==> config.mk <==
export PLATFORM = sky130hd
export DESIGN_NAME = telemetry_data_block_deframer_core
export DESIGN_NICKNAME = d
export VERILOG_FILES = /design/src/sv/tdbd_pkg.sv /design/src/sv/tdbd_engine.sv /design/src/sv/tdbd_result_fifo.sv /design/src/sv/telemetry_data_block_deframer_core.sv
export SDC_FILE = /design/constraint.sdc
export NUM_CORES = 1
export LEC_CHECK = 0
export ABC_CLOCK_PERIOD_IN_PS = 10700
export BUFFER_PORTS_ARGS = -buffer_cell sky130_fd_sc_hd__buf_4
export CAP_MARGIN = 20
export CORE_AREA = 2 2 140 142
export CTS_CLUSTER_SIZE = 30
export DETAILED_ROUTE_END_ITERATION = 12
export DIE_AREA = 0 0 142 144
export PLACE_DENSITY = 0.72
export SYNTH_ARGS = -nofsm -noshare
export SYNTH_HDL_FRONTEND = slang
export SYNTH_SLANG_ARGS = --single-unit
==> constraint.sdc <==
create_clock -name clock -period 10.7 [get_ports clock]
set_input_delay 0.535 -clock clock [delete_from_list [all_inputs] [get_ports clock]]
set_output_delay 0.535 -clock clock [all_outputs]
set_load 0.03 [all_outputs]
==> src/sv/tdbd_pkg.sv <==
// Shared types, constants and codes of the telemetry data block deframer.
package tdbd_pkg;

   // Default geometry of the minor frame and of the assembled block.
   localparam int unsigned FRAME_BYTES_DEFAULT     = 42;
   localparam int unsigned SUBFRAME_STRIDE_DEFAULT = 40;

   // Frame identifiers and subframe lengths from the header byte.
   localparam logic [7:0] ID_FIRST      = 8'h14;
   localparam logic [7:0] ID_SECOND     = 8'h6F;
   localparam logic [5:0] BPS_FULL      = 6'd40;
   localparam logic [5:0] BPS_HDB_SHORT = 6'd33;
   localparam logic [5:0] BPS_EDB_SHORT = 6'd37;

   // Register reset values.
   localparam logic [4:0] EDB_MIN_RESET = 5'd6;
   localparam logic [4:0] EDB_MAX_RESET = 5'd20;
   localparam logic [4:0] HDB_CNT_RESET = 5'd7;

   // Most results one item can cause, and the depth of the result queue.
   localparam int unsigned SLOTS        = 3;
   localparam int unsigned RESULT_DEPTH = 4;
   localparam int unsigned SLOT_CNT_W   = $clog2(SLOTS + 1);

   // Register indexes of the configuration port.
   localparam logic [1:0] CSR_EDB_MIN = 2'd0;
   localparam logic [1:0] CSR_EDB_MAX = 2'd1;
   localparam logic [1:0] CSR_HDB_CNT = 2'd2;

   // Result kinds.
   localparam logic [1:0] KIND_DATA       = 2'd0;
   localparam logic [1:0] KIND_EDB_REJECT = 2'd1;
   localparam logic [1:0] KIND_HDB_REJECT = 2'd2;

   typedef struct packed {
      logic [7:0] data_byte;
      logic [5:0] byte_index;
   } req_type;

   typedef struct packed {
      logic [1:0]  kind;
      logic [7:0]  block_byte;
      logic [10:0] block_offset;
      logic        is_edb;
      logic [5:0]  spin_number;
      logic        high_bit_rate;
      logic        last;
   } rsp_type;

   typedef struct packed {
      logic [4:0] edb_min_subframes;
      logic [4:0] edb_max_subframes;
      logic [4:0] hdb_subframes;
   } cfg_type;

   // Results of one item, handed from the engine to the result queue.
   typedef struct packed {
      logic [SLOT_CNT_W-1:0] num;
      rsp_type [SLOTS-1:0]   slot;
   } push_type;

endpackage

==> src/sv/tdbd_engine.sv <==
// Input register, frame search and block collection state of the deframer.
module tdbd_engine #(
   parameter int unsigned FRAME_BYTES     = tdbd_pkg::FRAME_BYTES_DEFAULT,
   parameter int unsigned SUBFRAME_STRIDE = tdbd_pkg::SUBFRAME_STRIDE_DEFAULT
) (
   input  logic               clock,
   input  logic               reset,
   input  logic               in_valid,
   output logic               in_ready,
   input  tdbd_pkg::req_type  in_data,
   input  tdbd_pkg::cfg_type  cfg,
   input  logic               room,
   output tdbd_pkg::push_type push
);
   import tdbd_pkg::*;

   typedef enum logic {MODE_SEARCH, MODE_COLLECT} mode_type;

   // Input register.
   logic    stage_valid_ff;
   req_type stage_ff;

   // Deframer state.
   mode_type   mode_ff, mode_in;
   logic [7:0] first_ff, first_in;
   logic [7:0] second_ff, second_in;
   logic       matches_ff, matches_in;
   logic [4:0] total_ff, total_in;
   logic [4:0] count_ff, count_in;
   logic [5:0] bps_ff, bps_in;
   logic       edb_ff, edb_in;
   logic [5:0] spin_ff, spin_in;
   logic       rate_ff, rate_in;

   logic       advance;
   logic [7:0] b;
   logic [5:0] pos;
   logic [5:0] sub_len;
   logic       hdr_edb;
   logic [4:0] hdr_cnt;
   logic       hdr_ok;
   logic       search_now;
   logic       data_last;
   logic [SLOT_CNT_W-1:0] num;
   rsp_type [SLOTS-1:0]   slot;

   // A data byte result at the given subframe and position.
   function automatic rsp_type data_result(input logic [7:0] value, input logic [5:0] where,
                                           input logic [4:0] sub, input logic edb,
                                           input logic [5:0] spin, input logic rate,
                                           input logic is_last);
      rsp_type r;
      r.kind          = KIND_DATA;
      r.block_byte    = value;
      r.block_offset  = 11'(sub) * 11'(SUBFRAME_STRIDE) + 11'(where);
      r.is_edb        = edb;
      r.spin_number   = (edb && (sub != '0 || where >= 6'd3)) ? spin : '0;
      r.high_bit_rate = rate;
      r.last          = is_last;
      return r;
   endfunction

   // The stage moves on only when the result queue can take a full set of results.
   assign advance  = stage_valid_ff && room;
   assign in_ready = !stage_valid_ff || room;

   assign b   = stage_ff.data_byte;
   assign pos = stage_ff.byte_index;

   // Subframe length, capped at the minor frame length.
   assign sub_len = ({1'b0, bps_ff} < 7'(FRAME_BYTES)) ? bps_ff : 6'(FRAME_BYTES);

   // Header byte decode.
   assign hdr_edb = !b[5];
   assign hdr_cnt = b[4:0];
   assign hdr_ok  = hdr_edb ? (hdr_cnt >= cfg.edb_min_subframes &&
                               hdr_cnt <= cfg.edb_max_subframes)
                            : (hdr_cnt == cfg.hdb_subframes);

   // Next state and results of the item in the input register.
   always_comb begin
      mode_in    = mode_ff;
      first_in   = first_ff;
      second_in  = second_ff;
      matches_in = matches_ff;
      total_in   = total_ff;
      count_in   = count_ff;
      bps_in     = bps_ff;
      edb_in     = edb_ff;
      spin_in    = spin_ff;
      rate_in    = rate_ff;
      search_now = 1'b0;
      data_last  = 1'b0;
      num        = '0;
      slot       = '0;
      if ({1'b0, pos} < 7'(FRAME_BYTES)) begin
         if (mode_ff == MODE_COLLECT) begin
            if (pos == '0 && ({1'b0, count_ff} + 6'd1 >= {1'b0, total_ff})) begin
               // A frame start past the last subframe ends the block unmarked.
               mode_in    = MODE_SEARCH;
               search_now = 1'b1;
            end else begin
               if (pos == '0) begin
                  count_in = count_ff + 5'd1;
               end
               if (count_in == '0 && pos == 6'd3 && edb_ff) begin
                  spin_in = b[7:2];
               end
               if (pos < sub_len) begin
                  data_last = ({1'b0, count_in} + 6'd1 == {1'b0, total_ff}) &&
                              ({1'b0, pos} + 7'd1 == {1'b0, sub_len});
                  slot[0] = data_result(b, pos, count_in, edb_ff, spin_in, rate_ff,
                                        data_last);
                  num = SLOT_CNT_W'(1);
                  if (data_last) begin
                     mode_in    = MODE_SEARCH;
                     matches_in = 1'b0;
                  end
               end
            end
         end else begin
            search_now = 1'b1;
         end

         // Frame search on the identifier bytes and the header byte.
         if (search_now) begin
            if (pos == 6'd0) begin
               first_in   = b;
               second_in  = '0;
               matches_in = 1'b1;
            end else if (pos == 6'd1) begin
               second_in = b;
            end else if (pos == 6'd2 && matches_ff) begin
               matches_in = 1'b0;
               if (first_ff == ID_FIRST && second_ff == ID_SECOND) begin
                  edb_in  = hdr_edb;
                  rate_in = b[7];
                  bps_in  = b[6] ? BPS_FULL : (hdr_edb ? BPS_EDB_SHORT : BPS_HDB_SHORT);
                  spin_in = '0;
                  if (!hdr_ok) begin
                     slot[0].kind          = hdr_edb ? KIND_EDB_REJECT : KIND_HDB_REJECT;
                     slot[0].is_edb        = hdr_edb;
                     slot[0].high_bit_rate = b[7];
                     slot[0].last          = 1'b1;
                     num = SLOT_CNT_W'(1);
                  end else if (hdr_cnt != '0) begin
                     // The subframe is at least four bytes long, so none of the
                     // three header frame bytes can close the block.
                     total_in = hdr_cnt;
                     count_in = '0;
                     mode_in  = MODE_COLLECT;
                     slot[0]  = data_result(first_ff, 6'd0, 5'd0, hdr_edb, 6'd0, b[7], 1'b0);
                     slot[1]  = data_result(second_ff, 6'd1, 5'd0, hdr_edb, 6'd0, b[7], 1'b0);
                     slot[2]  = data_result(b, 6'd2, 5'd0, hdr_edb, 6'd0, b[7], 1'b0);
                     num = SLOT_CNT_W'(SLOTS);
                  end
               end
            end
         end
      end
   end

   always_comb begin
      push.num  = advance ? num : '0;
      push.slot = slot;
   end

   // Input register and deframer state.
   always_ff @(posedge clock) begin
      if (in_valid && in_ready) begin
         stage_ff <= in_data;
      end
      if (reset) begin
         stage_valid_ff <= 1'b0;
         mode_ff        <= MODE_SEARCH;
         first_ff       <= '0;
         second_ff      <= '0;
         matches_ff     <= 1'b0;
         total_ff       <= '0;
         count_ff       <= '0;
         bps_ff         <= '0;
         edb_ff         <= 1'b0;
         spin_ff        <= '0;
         rate_ff        <= 1'b0;
      end else begin
         if (in_ready) begin
            stage_valid_ff <= in_valid;
         end
         if (advance) begin
            mode_ff    <= mode_in;
            first_ff   <= first_in;
            second_ff  <= second_in;
            matches_ff <= matches_in;
            total_ff   <= total_in;
            count_ff   <= count_in;
            bps_ff     <= bps_in;
            edb_ff     <= edb_in;
            spin_ff    <= spin_in;
            rate_ff    <= rate_in;
         end
      end
   end

endmodule

==> src/sv/tdbd_result_fifo.sv <==
// Result queue that takes up to three results a cycle and sends one a beat.
module tdbd_result_fifo (
   input  logic               clock,
   input  logic               reset,
   input  tdbd_pkg::push_type push,
   output logic               room,
   output logic               rsp_valid,
   input  logic               rsp_ready,
   output tdbd_pkg::rsp_type  rsp_data
);
   import tdbd_pkg::*;

   // The depth is a power of two so that the pointers wrap by themselves.
   localparam int unsigned PTR_W = $clog2(RESULT_DEPTH);
   localparam int unsigned CNT_W = $clog2(RESULT_DEPTH + 1);

   rsp_type            entry_ff [RESULT_DEPTH];
   logic [PTR_W-1:0]   wr_ptr_ff, wr_ptr_in;
   logic [PTR_W-1:0]   rd_ptr_ff, rd_ptr_in;
   logic [CNT_W-1:0]   count_ff, count_in;
   logic               pop;

   assign pop       = rsp_valid && rsp_ready;
   assign rsp_valid = count_ff != '0;
   assign rsp_data  = entry_ff[rd_ptr_ff];

   // Room for a full set of results, judged on registered state only.
   assign room = count_ff <= CNT_W'(RESULT_DEPTH - SLOTS);

   always_comb begin
      wr_ptr_in = wr_ptr_ff + PTR_W'(push.num);
      rd_ptr_in = rd_ptr_ff + PTR_W'(pop);
      count_in  = count_ff + CNT_W'(push.num) - CNT_W'(pop);
   end

   // Result storage.
   always_ff @(posedge clock) begin
      for (int i = 0; i < SLOTS; i++) begin
         if (SLOT_CNT_W'(i) < push.num) begin
            entry_ff[wr_ptr_ff + PTR_W'(i)] <= push.slot[i];
         end
      end
   end

   // Pointers and fill count.
   always_ff @(posedge clock) begin
      if (reset) begin
         wr_ptr_ff <= '0;
         rd_ptr_ff <= '0;
         count_ff  <= '0;
      end else begin
         wr_ptr_ff <= wr_ptr_in;
         rd_ptr_ff <= rd_ptr_in;
         count_ff  <= count_in;
      end
   end

endmodule

==> src/sv/telemetry_data_block_deframer_core.sv <==
// Top level of the telemetry data block deframer.
//
// Minor-frame bytes enter on the req_ channel, one beat per byte with its
// position in the minor frame. Results leave on the rsp_ channel, one beat per
// result: block data bytes with their block offset, or a single rejection beat
// for a header whose subframe count is not accepted. The csr_ channel writes
// the three count limits and is always ready; the user is to write it only
// while idle, which the block itself does not enforce. An input beat is held
// in the input register and is then judged against the frame state; its
// results enter a four-entry result queue. Throughput is one input beat per
// cycle while the queue has room. A header byte that starts a block causes
// three results and so takes three output beats.
// When the receiver stalls, the queue keeps up to four results; input beats
// are still taken while at most one result waits, and then req_ready drops.
// Reset clears the frame state, the queue and the registers to their defaults
// (EDB range 6 to 20, HDB count 7) and the search starts from scratch.
module telemetry_data_block_deframer_core #(
   parameter int unsigned FRAME_BYTES     = tdbd_pkg::FRAME_BYTES_DEFAULT,
   parameter int unsigned SUBFRAME_STRIDE = tdbd_pkg::SUBFRAME_STRIDE_DEFAULT
) (
   input  logic              clock,
   input  logic              reset,
   input  logic              req_valid,
   output logic              req_ready,
   input  tdbd_pkg::req_type req_data,
   output logic              rsp_valid,
   input  logic              rsp_ready,
   output tdbd_pkg::rsp_type rsp_data,
   input  logic              csr_valid,
   output logic              csr_ready,
   input  logic [1:0]        csr_index,
   input  logic [4:0]        csr_data
);
   import tdbd_pkg::*;

   cfg_type  cfg_ff;
   push_type push;
   logic     room;

   // Configuration registers.
   assign csr_ready = 1'b1;

   always_ff @(posedge clock) begin
      if (reset) begin
         cfg_ff.edb_min_subframes <= EDB_MIN_RESET;
         cfg_ff.edb_max_subframes <= EDB_MAX_RESET;
         cfg_ff.hdb_subframes     <= HDB_CNT_RESET;
      end else if (csr_valid && csr_ready) begin
         case (csr_index)
            CSR_EDB_MIN: cfg_ff.edb_min_subframes <= csr_data;
            CSR_EDB_MAX: cfg_ff.edb_max_subframes <= csr_data;
            CSR_HDB_CNT: cfg_ff.hdb_subframes     <= csr_data;
            default: begin
            end
         endcase
      end
   end

   // Frame search and block collection.
   tdbd_engine #(
      .FRAME_BYTES     (FRAME_BYTES),
      .SUBFRAME_STRIDE (SUBFRAME_STRIDE)
   ) u_engine (
      .clock    (clock),
      .reset    (reset),
      .in_valid (req_valid),
      .in_ready (req_ready),
      .in_data  (req_data),
      .cfg      (cfg_ff),
      .room     (room),
      .push     (push)
   );

   // Result queue toward the receiver.
   tdbd_result_fifo u_result_fifo (
      .clock     (clock),
      .reset     (reset),
      .push      (push),
      .room      (room),
      .rsp_valid (rsp_valid),
      .rsp_ready (rsp_ready),
      .rsp_data  (rsp_data)
   );

`ifndef SYNTH
   // The queue comes out of reset empty.
   a_reset_empty: assert property (@(posedge clock) reset |=> !rsp_valid)
      else $error("result queue not empty after reset");

   // A rejection beat is always a single marked beat at offset zero.
   a_reject_form: assert property (@(posedge clock) disable iff (reset)
      rsp_valid && rsp_data.kind != KIND_DATA |->
         rsp_data.last && rsp_data.block_offset == '0 && rsp_data.spin_number == '0)
      else $error("malformed rejection result");

   // Only the three defined kinds leave the block.
   a_kind_legal: assert property (@(posedge clock) disable iff (reset)
      rsp_valid |-> rsp_data.kind == KIND_DATA || rsp_data.kind == KIND_EDB_REJECT ||
                    rsp_data.kind == KIND_HDB_REJECT)
      else $error("undefined result kind");

   // HDB blocks carry no spin number.
   a_hdb_no_spin: assert property (@(posedge clock) disable iff (reset)
      rsp_valid && !rsp_data.is_edb |-> rsp_data.spin_number == '0)
      else $error("spin number on an HDB result");
`endif

endmodule

## Word level (Yosys, flattened, before mapping)

Memory sizes are Yosys's and may differ from the RTL's. A register that Yosys moved wholly into a read port is not among the register bits.
Cells that the tools add are included.

- Flip-flop bits (word level): 79
- Bits in writable memories: 120
- Input bits: 26
- Output and inout bits: 33
- Logic and storage cells: 171
- Memories kept: 1

- $add $sub $neg: 11
- Multipliers: 1
- Magnitude comparators: 11
- Equality and inequality tests: 10
- Multiplexer cells: 86
- Bitwise operators: 2
- Reduce and logical (&&, ||, !) cells: 30

Memories:

| name | words | width | read ports | clocked after Yosys merged registers in | wr ports | line | source |
|---|---|---|---|---|---|---|---|
| u_result_fifo.entry_ff | 4 | 30 | 1 | 1 | 3 | tdbd_result_fifo.sv:17 | `rsp_type entry_ff [RESULT_DEPTH];` |

Operators by type and width:

| cell | count |
|---|---|
| two-way mux 90 bit | 6 |
| two-way mux 88 bit | 1 |
| two-way mux 6 bit | 12 |
| two-way mux 5 bit | 13 |
| two-way mux 30 bit | 2 |
| two-way mux 58 bit | 1 |
| two-way mux 1 bit | 31 |
| two-way mux 2 bit | 15 |
| two-way mux 28 bit | 1 |
| two-way mux 19 bit | 1 |
| two-way mux 8 bit | 2 |
| adder 5 x 1 -> 6 bit (second input constant) | 2 |
| == test 6 x 2 -> 1 bit (second input constant) | 2 |
| < comparator 6 bit (second input constant) | 2 |
| adder 11 x 6 -> 11 bit | 1 |
| logical AND 1 bit | 11 |
| nonzero test 5 bit | 2 |
| AND reduction 9 bit | 1 |
| == test 8 x 5 -> 1 bit (second input constant) | 1 |
| == test 8 x 7 -> 1 bit (second input constant) | 1 |
| multiplier 5 x 3 -> 8 bit (second input constant) | 1 |
| AND reduction 2 bit | 4 |
| AND reduction 4 bit | 2 |
| adder 6 x 1 -> 7 bit (second input constant) | 1 |
| 31 further kinds | 35 |

## Longest topological paths before layout

Gate-level depths: netlist of run 1.

- Depth in word-level cells: 22
- Depth in mapped cells: 18
- Depth with buffers taken out: 16

## Modules after synthesis

From an unflattened synthesis of run 1, not the netlist that was laid out.

- Cells, all modules: 1,354
- Area, all modules: 12,250.5 µm²

Modules (own cells, without submodules):

| module | times used | cells an instance | area each (µm²) | sequential area each (µm²) |
|---|---|---|---|---|
| tdbd_result_fifo | 1 | 750 | 7,211.9 | 3,743.6 |
| tdbd_engine | 1 | 540 | 4,396.7 | 1,241.2 |
| telemetry_data_block_deframer_core | 1 | 64 | 641.9 | 300.3 |

## Least setup slack after synthesis of run 1

No wires, ideal clock.

- Path type: register to register
- Start: register u_engine.stage_ff, in the netlist u_engine.pos[2]
- End: memory u_result_fifo.entry_ff[2][19] in the netlist's numbering
- Library setup time: 0.070 ns
- Data arrival time: 3.791 ns
- Required time: 10.630 ns
- Setup slack: 6.839 ns
- Stages on the path, launching flop included: 17
- Buffers on the path: 2
- Period minus slack after synthesis: 3.861 ns
- Cell sequence: edfxtp_1 -> buf_6 -> or4_1 -> buf_4 -> nor3_1 -> xnor2_1 -> inv_1 -> ha_1 -> ha_1 -> fa_1 -> o211ai_1 -> nor2_1 -> nand2_1 -> o41ai_1 -> o21ai_0 -> or2_1 -> a21oi_1

RTL lines:

| element | line | source |
|---|---|---|
| from (decl) | tdbd_engine.sv:21 | `req_type stage_ff;` |
| from (signal assigned) | tdbd_engine.sv:171 | `stage_ff <= in_data;` |
| to (decl) | tdbd_result_fifo.sv:17 |  |

==> qor.yml, run 1 <==
worst_setup_path:
  critical_path_class: "reg2reg"
  cp_data_arrival_time_ns: 4.70
  critPathLaunch: "u_engine.count_ff[2]$_SDFFE_PP0P_"
  r2r-start: "u_engine.count_ff[2]$_SDFFE_PP0P_"
  path_cells: "nand3_1, xor2_1, inv_1, ha_1, a2111oi_0, o21ai_1, a21oi_1, and3_1, o211ai_2, buf_4, nand2_1"
  path_buf_inv: 2
  required_ns: 10.79
  path_max_fanout: 33
  max_stage_delay_ns: 0.76
  critical-path-top-delay-family: "compound AO/OA/AOI/OAI gates"
  cp-end-kind: "register"
  cp_slowest_cell: "a21oi_1"
  start_kind: "register"
routing:
  wl_mm: 25.6
  drt-vias-per-instance: 6.04
  drtAntennaViolNets: 0
  num_vias: 7916
  drt_iter0_markers: 853
  drt-pass1-iter-count: 6
  drc: 0
  wl_per_cell_um: 19.5
power_and_ir_drop:
  p_sw_frac: 0.280
  p_switching_w: 0.000472
  max-vdd-ir-drop_mv: 0.112
  p_per_area_nw_per_um2: 148
  p_comb_frac: 0.133
  power_leakage_nw: 4.47
  power_w: 0.00168
  clockPowerShare: 0.386
  intPower_w: 0.00121
  power_frac_seq: 0.481
global_routing:
  gr-usage-all-layers: 0.257
  grt_pass1_vias: 7533
  grt_max_degree: 60
  overflow: 0
  grt_pass1_wl_mm: 40.8
  antenna_found_initial: 0
finish:
  area_delta_synth_final_pct: 11.0
  final_cell_mix: "138 x dfxtp_1, 99 x nor2_1, 85 x nand2_1"
  num-fill-cells: 1616
  design_area_um2: 11300
  antenna_cells: 0
  drive_gt1_frac: 0.146
  layout_commonest_cell: "dfxtp_1"
  multi_input_area_um2: 5240
  nets: 1130
  seq_area_um2: 4530
  final_cells: 1311
cts:
  htree_levels: 4
  postCtsSetupBuffers: 0
  path_clk_slew_ns: 0.08
  cts.sinks: 197
  root_buffer: "clkbuf_16"
  clock_latency_ns: 0.45
  ctsHoldBuffers: 0
  cts_resized: 0
  cts_tree: "done"
  cts_made_buffers: 17
  clk_path_buf_depth: 2
logic_synthesis:
  synth.net_count: 1107
  ys.flop_type: "dfxtp_1"
  synth_area_um2: 10200
  yosysTopAreaCellShare: 0.272
  yosysTopAreaCell: "dfxtp_1"
  yosysSeqAreaShare: 0.443
  ys_top_cells_by_area: "dfxtp_1 27%, edfxtp_1 17%, mux4_2 6.6%, ha_1 5.0%, mux2i_1 4.2%"
  synth-seq-cells: 197
  postSynthCellCount: 1037
  synth.distinct_cells: 78
  synth_edf_count: 58
  avgSynthCellArea_um2: 9.85
  ys.warnings.count: 0
  async_flop_share: 0
floorplan:
  io_pins: 59
  initial_core_util: 0.536
  die_y_um: 144
  die_w_um: 142
  dieArea_um2: 20400
  core_area_um2: 19100
  row_count: 51
place:
  postPlaceCellArea_um2: 10800
  gp_congestion: 0.945
  io_buffers: 57
  dp.cells: 1279
  hpwl_mm: 17.7
worst_hold_path:
  min_path_type: "in2reg"
  hold_start: "req_data[11]"
sta:
  slew_violations: 0
  fin_setup_tns_ns: 0
  final_hold_viol_count: 0
  finalCriticalPeriod_ns: 4.61
  fmax_mhz: 217
  period_share: 0.431
  tightest_slew_ns: 1.07
  max_slew_margin: 0.281
  fin_worst_skew_ns: 0.00980
  setup_viol: 0
  rsz0062_at_grt: "no"
outcome:
  outcome: "completed"
flow_run:
  max-cap-violations: 0
==> registers in the layout (all words and copies together), names as in the netlist, 6 cells and up <==
signal                  flops
cfg_ff                     15
u_engine.first_ff           8
u_engine.b                  8
u_result_fifo.entry_ff    120
u_engine.pos                6
u_engine.spin_ff            6
u_engine.second_ff          8
==> stage by stage <==
| step | hold WS (ns) | worst slack (ns) | utilization |
|---|---|---|---|
| after floorplan | 0.427 | 6.84 | - |
| after global placement | 0.437 | 6.37 | 0.564 |
| after detailed placement | 0.442 | 6.20 | 0.564 |
| after CTS | 0.254 | 6.16 | 0.595 |
| after global routing | 0.255 | 5.63 | 0.595 |
| final | 0.261 | 6.09 | 0.595 |
==> power by group through the flow <==
| stage | Sequential, W | Combinational, W | Clock [W] |
|---|---|---|---|
| final | 0.000809 | 0.000223 | 0.000650 |
| after global placement | 0.000825 | 0.000223 | 0 |
| after CTS | 0.000809 | 0.000227 | 0.000654 |
| after floorplan | 0.000809 | 0.000178 | 0 |
| after detailed placement | 0.000826 | 0.000226 | 0 |
| after global routing | 0.000812 | 0.000245 | 0.000687 |
==> layer usage <==
metal	up-vias	global-route usage	share of wire
li1	3785	-	-
met1	3802	0.344	0.44
met2	292	0.429	0.48
met3	37	0.0454	0.057
met4	0	0.0758	0.019
met5	-	0	0
==> cells in the mapped netlist, drive strengths merged (13+ instances only) <==
cell type / count
nor3: 25
o22ai: 15
mux2i: 43
nand2: 85
buf: 28
dfxtp: 139
o21ai: 61
inv: 46
nand3: 56
or2: 20
nor2: 100
clkbuf: 36
xnor2: 22
ha: 41
edfxtp: 58
a21oi: 68
mux4: 30
xor2: 13
==> worst paths after layout <==
kind / endpoint / slack [ns] / cells after the start
max: u_result_fifo.entry_ff[2][23]$_DFFE_PP_ / 6.09 / 11
min reg2reg: u_result_fifo.entry_ff[2][2]$_SDFFE_PP0N_ / 0.45 / 2
max reg2reg: u_result_fifo.entry_ff[2][23]$_DFFE_PP_ / 6.09 / 11
min: u_engine.b[5]$_DFFE_PP_ / 0.26 / 1
==> layout make-up <==
cell class,count,share of cell area
clock buffer,17,0.0375
clock inverter,15,0.0148
inverter,47,0.0155
multi-input combinational,729,0.462
sequential,197,0.399
tap,238,0.0262
timing repair buffer,68,0.0450
==> cell families (layout without fill, tap and decap cells) <==
| kind of cell | after synthesis | after routing | synth area share |
|---|---|---|---|
| xor+xnor | 39 | 39 | 0.0396 |
| other cells | 1 | 1 | 0.000367 |
| buf+inv | 111 | 147 | 0.0451 |
| mux | 73 | 73 | 0.108 |
| fa+ha+maj | 44 | 44 | 0.0561 |
| flops | 197 | 197 | 0.443 |
| simple gates | 350 | 350 | 0.170 |
| compound gates | 222 | 222 | 0.138 |
(Power assumes the default switching activity.)
==> run 2, diff against run 1 <==
--- a/config.mk
+++ b/config.mk
@@ -5,14 +5,15 @@
 export SDC_FILE = /design/constraint.sdc
 export NUM_CORES = 1
 export LEC_CHECK = 0
-export ABC_CLOCK_PERIOD_IN_PS = 10700
+export ABC_AREA = 1
+export ABC_CLOCK_PERIOD_IN_PS = 4200
 export BUFFER_PORTS_ARGS = -buffer_cell sky130_fd_sc_hd__buf_4
 export CAP_MARGIN = 20
-export CORE_AREA = 2 2 140 142
+export CORE_AREA = 2 2 145 147
 export CTS_CLUSTER_SIZE = 30
 export DETAILED_ROUTE_END_ITERATION = 12
-export DIE_AREA = 0 0 142 144
-export PLACE_DENSITY = 0.72
+export DIE_AREA = 0 0 147 149
+export PLACE_DENSITY = 0.75
 export SYNTH_ARGS = -nofsm -noshare
 export SYNTH_HDL_FRONTEND = slang
 export SYNTH_SLANG_ARGS = --single-unit
==> constraint.sdc (replaced) <==
create_clock -name clock -period 4.2 [get_ports clock]
set_input_delay 0.21 -clock clock [delete_from_list [all_inputs] [get_ports clock]]
set_output_delay 0.21 -clock clock [all_outputs]
set_load 0.03 [all_outputs]
==> run 2 against run 1 <==
  * First-iteration DRC count increased by 38%
  * Largest cell class unchanged
  * Clock-buffer cell count up 5
  * Largest power group unchanged
  * Critical path type unchanged
  * Total power increased to 3.4 times the previous value
  * Combinational power increased to 8.3 times the previous value
  * Die area grew 7.1%
==> qor.yml, run 2 <==
logic_synthesis:
  async_flop_share: 0
  ys_top_cells_by_area: "dfxtp_1 25%, edfxtp_1 16%, nand2_1 11%, inv_1 6.4%, a21oi_1 6.4%"
  synth.distinct_cells: 56
  avgSynthCellArea_um2: 7.41
  synth.most_common_cell: "nand2_1"
  postSynthCellCount: 1496
  ys.warnings.count: 0
  synth-seq-cells: 197
  synth_common_cells: "322 x nand2_1, 190 x inv_1, 141 x a21oi_1, 140 x nor2_1, 139 x dfxtp_1"
  synth_edf_count: 58
  yosysTopAreaCell: "dfxtp_1"
  synth_area_um2: 11100
  synth.net_count: 1566
  yosysSeqAreaShare: 0.408
  ys.flop_type: "dfxtp_1"
  yosysTopAreaCellShare: 0.251
place:
  hpwl_mm: 22.0
  gp_congestion: 0.968
  dp.cells: 1782
  io_buffers: 57
worst_setup_path:
  cp_slowest_cell: "edfxtp_1"
  path_buf_inv: 3
  required_ns: 4.59
  rr_endpoint: "u_result_fifo.entry_ff[2][19]$_SDFFE_PP0N_"
  cp-end-kind: "register"
  critical_path_class: "reg2reg"
  path_cells: "inv_1, ha_1, nand3_2, o21ai_1, ha_1, ha_1, fa_1, nand2_1, inv_1, nor2_1, nand4_1, o21ai_0, nand2_1, inv_1, nand2_1, a21oi_2"
  cp_data_arrival_time_ns: 4.10
  path_max_fanout: 7
  start_kind: "register"
  ff2ff_path_depth: 16
  path_depth: 16
  max_stage_delay_ns: 0.55
  critical-path-top-delay-family: "adder cells"
  r2r-start: "u_engine.pos[1]$_DFFE_PP_"
  reg2reg_slack_ns: 0.49
sta:
  final_hold_viol_count: 0
  period_share: 0.884
  setup_viol: 0
  tightest_slew_ns: 0.908
  fin_worst_skew_ns: 0.0103
  rsz0062_at_grt: "no"
  whs_ns: 0.0108
  slew_violations: 0
  fin_setup_tns_ns: 0
  fmax_mhz: 269
  finalCriticalPeriod_ns: 3.71
  max_slew_margin: 0.394
worst_hold_path:
  min_path_type: "in2reg"
  hold_start: "csr_data[1]"
  holdPathEnd: "cfg_ff[1]$_SDFFE_PP1P_"
  hold_depth: 3
cts:
  cts.sinks: 197
  clock_latency_ns: 0.45
  htree_levels: 4
  cts_tree: "done"
  path_clk_slew_ns: 0.07
  postCtsSetupBuffers: 0
  cts_resized: 0
  cts_made_buffers: 17
  clk_path_buf_depth: 2
  root_buffer: "clkbuf_16"
global_routing:
  antenna_found_initial: 0
  overflow: 0
  grt_pass1_vias: 9453
  grt_max_degree: 57
  gr-usage-all-layers: 0.289
  grt_pass1_wl_mm: 49.7
routing:
  wl_per_cell_um: 17.3
  drt-vias-per-instance: 5.69
  drtAntennaViolNets: 0
  wl_mm: 31.6
  drc: 0
  drt_iter0_markers: 1176
  num_vias: 10400
  drt-pass1-iter-count: 7
floorplan:
  row_count: 53
  die_w_um: 147
  die_y_um: 149
  dieArea_um2: 21900
  core_area_um2: 20600
  initial_core_util: 0.539
  io_pins: 59
flow_run:
  max-cap-violations: 0
power_and_ir_drop:
  max-vdd-ir-drop_mv: 0.290
  p_per_area_nw_per_um2: 461
  power_leakage_nw: 5.63
finish:
  reg_top3: "u_result_fifo.entry_ff: 120 flops, cfg_ff: 15 flops"
  largest_reg_flops: 120
  layout_commonest_cell: "nand2_1"
  antenna_cells: 0
  area_delta_synth_final_pct: 11.8
  drive_gt1_frac: 0.118
  final_cell_mix: "322 x nand2_1, 189 x inv_1, 141 x a21oi_1"
  nets: 1611
  finalCoreUtilization: 0.603
  largest-register: "u_result_fifo.entry_ff"
  final_cells: 1829
outcome:
  outcome: "completed"
==> run 2: changes by cell type in the layout (fill, tap and decap cells not counted), sizes merged, moves of 15 or more <==
| cell | before | now |
|---|---|---|
| nand2 | 85 | 338 |
| inv | 54 | 208 |
| a21oi | 68 | 148 |
| o21ai | 61 | 123 |
| nor2 | 100 | 155 |
| mux2i | 43 | 1 |
| mux4 | 30 | 0 |
| nand3 | 56 | 76 |
| o211ai | 5 | 25 |
| xnor2 | 22 | 6 |
| dlygate4sd3 | 0 | 15 |
| nand4 | 9 | 24 |
==> run 2: cell type report <==
cell class | instances | area (um2)
Clock buffer | 22 | 464
Multi-Input combinational cell | 1031 | 5470
Timing Repair Buffer | 89 | 706
Sequential cell | 197 | 4520
Inverter | 205 | 771
Tap cell | 275 | 344
Fill cell | 1924 | 8160
Clock inverter | 10 | 118
==> run 2: timing repair <==
| item | CTS | global route |
|---|---|---|
| hold buffers | 15 | 0 |
| hold endpoints to repair | 15 | 0 |
| endpoints found under the setup margin | 0 | 0 |
==> run 2: logic make-up (layout without fill, tap and decap cells) <==
family / count (synthesis) / after routing / synth area share
flip-flops: 197 / 197 / 0.408
multiplexers: 1 / 1 / 0.000903
AO/OA/AOI/OAI: 338 / 338 / 0.169
buffers and inverters: 268 / 326 / 0.0986
adder cells (fa/ha/maj): 44 / 44 / 0.0517
XOR/XNOR: 14 / 14 / 0.0111
AND/OR/NAND/NOR: 633 / 633 / 0.261
other: 1 / 1 / 0.000338
==> run 2: worst max-delay path by stage <==
stage                                         start                                         end  slack, ns
after global routing      u_engine.pos[1]$_DFFE_PP_  u_result_fifo.entry_ff[2][19]$_SDFFE_PP0N_       0.20
after global placement    u_engine.pos[1]$_DFFE_PP_  u_result_fifo.entry_ff[2][19]$_SDFFE_PP0N_       0.61
after detailed placement  u_engine.pos[1]$_DFFE_PP_  u_result_fifo.entry_ff[2][19]$_SDFFE_PP0N_       0.57
after floorplan           u_engine.pos[1]$_DFFE_PP_  u_result_fifo.entry_ff[1][18]$_SDFFE_PP0N_       1.08
after CTS                 u_engine.pos[1]$_DFFE_PP_  u_result_fifo.entry_ff[2][19]$_SDFFE_PP0N_       0.55
final                     u_engine.pos[1]$_DFFE_PP_  u_result_fifo.entry_ff[2][19]$_SDFFE_PP0N_       0.49
==> run 2: where the power goes <==
group	switching [W]	internal, W
logic	0.00123	0.000615
registers	0.000104	0.00209
clock network	0.000751	0.000917
total	0.00209	0.00362
==> run 2: metal layers <==
metal | part of all wire | vias up | global-route usage
met1 | 0.43 | 4840 | 0.389
li1 | - | 5007 | -
met2 | 0.47 | 494 | 0.469
met3 | 0.073 | 66 | 0.0489
met5 | 0 | - | 0
met4 | 0.031 | 0 | 0.109
==> run 2: metrics by stage <==
stage	area (um2)	total power [W]	worst slack (ns)
global route	12400	0.00598	0.201
floorplan	11100	0.00345	1.08
detailed placement	11700	0.00406	0.572
finish	12400	0.00571	0.487
global placement	11700	0.00404	0.605
CTS	12400	0.00571	0.554
==> run 2: worst register-to-register path: stages, from the launching register on <==
cell and delay [ns]:
edfxtp_1 0.55, inv_1 0.18, ha_1 0.28, nand3_2 0.16, o21ai_1 0.48, ha_1 0.34
ha_1 0.23, fa_1 0.41, nand2_1 0.08, inv_1 0.05, nor2_1 0.16, nand4_1 0.13
o21ai_0 0.18, nand2_1 0.13, inv_1 0.11, nand2_1 0.07, a21oi_2 0.12
==> run 3, diff against run 2 <==
--- a/config.mk
+++ b/config.mk
@@ -14,6 +14,7 @@
 export DETAILED_ROUTE_END_ITERATION = 12
 export DIE_AREA = 0 0 147 149
 export PLACE_DENSITY = 0.75
+export REMOVE_ABC_BUFFERS = 1
 export SYNTH_ARGS = -nofsm -noshare
 export SYNTH_HDL_FRONTEND = slang
 export SYNTH_SLANG_ARGS = --single-unit
==> run 3 against run 2 <==
  * Die area unchanged
  * Fmax down 1.1%
  * First-iteration DRC count up 5.7%
  * Clock skew up 0.0042 ns
  * Utilization up 0.12 points
  * Clock power down 4%
  * Sequential power about the same
  * Routed wire length down 0.71%
  * Total power down 1.1%
  * Combinational power about the same
  * Via count down 0.39%
  * Critical endpoint unchanged
  * Highest routed layer unchanged
==> qor.yml, run 3 (synthesized netlist as in run 2, its figures left out) <==
outcome:
  outcome: "completed"
place:
  io_buffers: 57
  dp.cells: 1785
  hpwl_mm: 22.1
  gp_congestion: 0.957
worst_setup_path:
  max_stage_delay_ns: 0.55
  path_max_fanout: 8
  critical-path-top-delay-family: "adder cells"
  cp_data_arrival_time_ns: 4.13
  required_ns: 4.58
  path_cells: "inv_1, ha_1, nand3_2, o21ai_1, ha_1, ha_1, fa_1, nand2_1, inv_1, nor2_1, nand4_1, o21ai_0, nand2_1, inv_1, nand2_1, a21oi_2"
  cp-end-kind: "register"
  cp_slowest_cell: "edfxtp_1"
  start_kind: "register"
  path_buf_inv: 3
  critical_path_class: "reg2reg"
finish:
  antenna_cells: 0
  drive_gt1_frac: 0.120
  num-fill-cells: 1887
  final_cell_mix: "322 x nand2_1, 189 x inv_1, 141 x a21oi_1"
  largest-register: "u_result_fifo.entry_ff"
  area_delta_synth_final_pct: 12.0
  largest_reg_flops: 120
  nets: 1615
  layout_commonest_cell: "nand2_1"
  final_cells: 1833
  reg_top3: "u_result_fifo.entry_ff: 120 flops, cfg_ff: 15 flops"
global_routing:
  grt_max_degree: 44
  antenna_found_initial: 0
  overflow: 0
  grt_pass1_wl_mm: 49.3
  gr-usage-all-layers: 0.284
  grt_pass1_vias: 9346
sta:
  final_hold_viol_count: 0
  tightest_slew_ns: 0.821
  max_slew_margin: 0.447
  slew_violations: 0
  fmax_mhz: 266
  rsz0062_at_grt: "no"
  period_share: 0.893
  setup_viol: 0
  finalCriticalPeriod_ns: 3.75
  fin_worst_skew_ns: 0.0145
  fin_setup_tns_ns: 0
routing:
  drc: 0
  wl_mm: 31.3
  wl_per_cell_um: 17.1
  drt-pass1-iter-count: 6
  drt-vias-per-instance: 5.66
  drt_iter0_markers: 1243
  num_vias: 10400
  drtAntennaViolNets: 0
floorplan:
  io_pins: 59
  initial_core_util: 0.539
  row_count: 53
  core_area_um2: 20600
  die_w_um: 147
  dieArea_um2: 21900
  die_y_um: 149
cts:
  cts_tree: "done"
  cts_made_buffers: 17
  postCtsSetupBuffers: 0
  clock_latency_ns: 0.44
  clk_path_buf_depth: 2
  htree_levels: 4
  root_buffer: "clkbuf_16"
  cts_resized: 0
  path_clk_slew_ns: 0.07
  cts.sinks: 197
  ctsHoldBuffers: 16
flow_run:
  max-cap-violations: 0
power_and_ir_drop:
  max-vdd-ir-drop_mv: 0.332
  power_leakage_nw: 5.61
  power_w: 0.00565
  p_per_area_nw_per_um2: 455
worst_hold_path:
  min_path_type: "in2reg"
-- run 3: cell count changes in the layout (fill, tap and decap cells not counted), sizes merged --
cell	before	now
clkinv	5	7
bufinv	2	1
dlygate4sd3	15	16
clkinvlp	0	1
inv	208	206
buf	74	77
-- run 3: area by class of cell --
class	instances	area, um2	area share
clock inverter	10	83.8	0.00675
timing repair buffer	93	738	0.0594
tap	275	344	0.0277
clock buffer	22	490	0.0395
multi-input combinational	1031	5470	0.440
sequential	197	4520	0.364
inverter	205	771	0.0620
-- run 3: worst register-to-register path: cells and delay by family (launching register included) --
family                     cells  cell delay [ns]
AOI/OAI and AO/OA              3             0.79
adders and majority gates      4             1.25
buffers and inverters          3             0.33
DFF                            1             0.55
and+or+nand+nor                6             0.80
-- run 3: where the power goes --
group          internal (W)  switching [W]
clock network      0.000871       0.000743
registers           0.00209       0.000109
logic              0.000616        0.00122
-- run 3: final timing paths --
path | startpoint | endpoint | slack [ns] | depth (start not counted)
min reg2reg | u_result_fifo.entry_ff[3][29]$_SDFFE_PP0P_ | u_result_fifo.entry_ff[3][29]$_SDFFE_PP0P_ | 0.45 | 2
max | u_engine.pos[1]$_DFFE_PP_ | u_result_fifo.entry_ff[2][19]$_SDFFE_PP0N_ | 0.45 | 16
max reg2reg | u_engine.pos[1]$_DFFE_PP_ | u_result_fifo.entry_ff[2][19]$_SDFFE_PP0N_ | 0.45 | 16
min | csr_data[2] | cfg_ff[2]$_SDFFE_PP1P_ | 0.003 | 3
-- run 3: per-layer routing --
| metal | global-route usage | share of wire |
|---|---|---|
| met1 | 0.389 | 0.43 |
| met5 | 0 | 0 |
| met3 | 0.0440 | 0.078 |
| met2 | 0.462 | 0.46 |
| met4 | 0.0957 | 0.030 |
-- run 3: per-stage QoR --
step	hold WS, ns	worst slack (ns)	area (um2)	utilization
after floorplan	0.277	0.737	10800	-
after global placement	0.389	0.598	11700	0.569
after detailed placement	0.389	0.536	11700	0.569
after CTS	0.00126	0.506	12400	0.604
after global routing	0.0142	0.192	12400	0.604
final	0.00286	0.447	12400	0.604
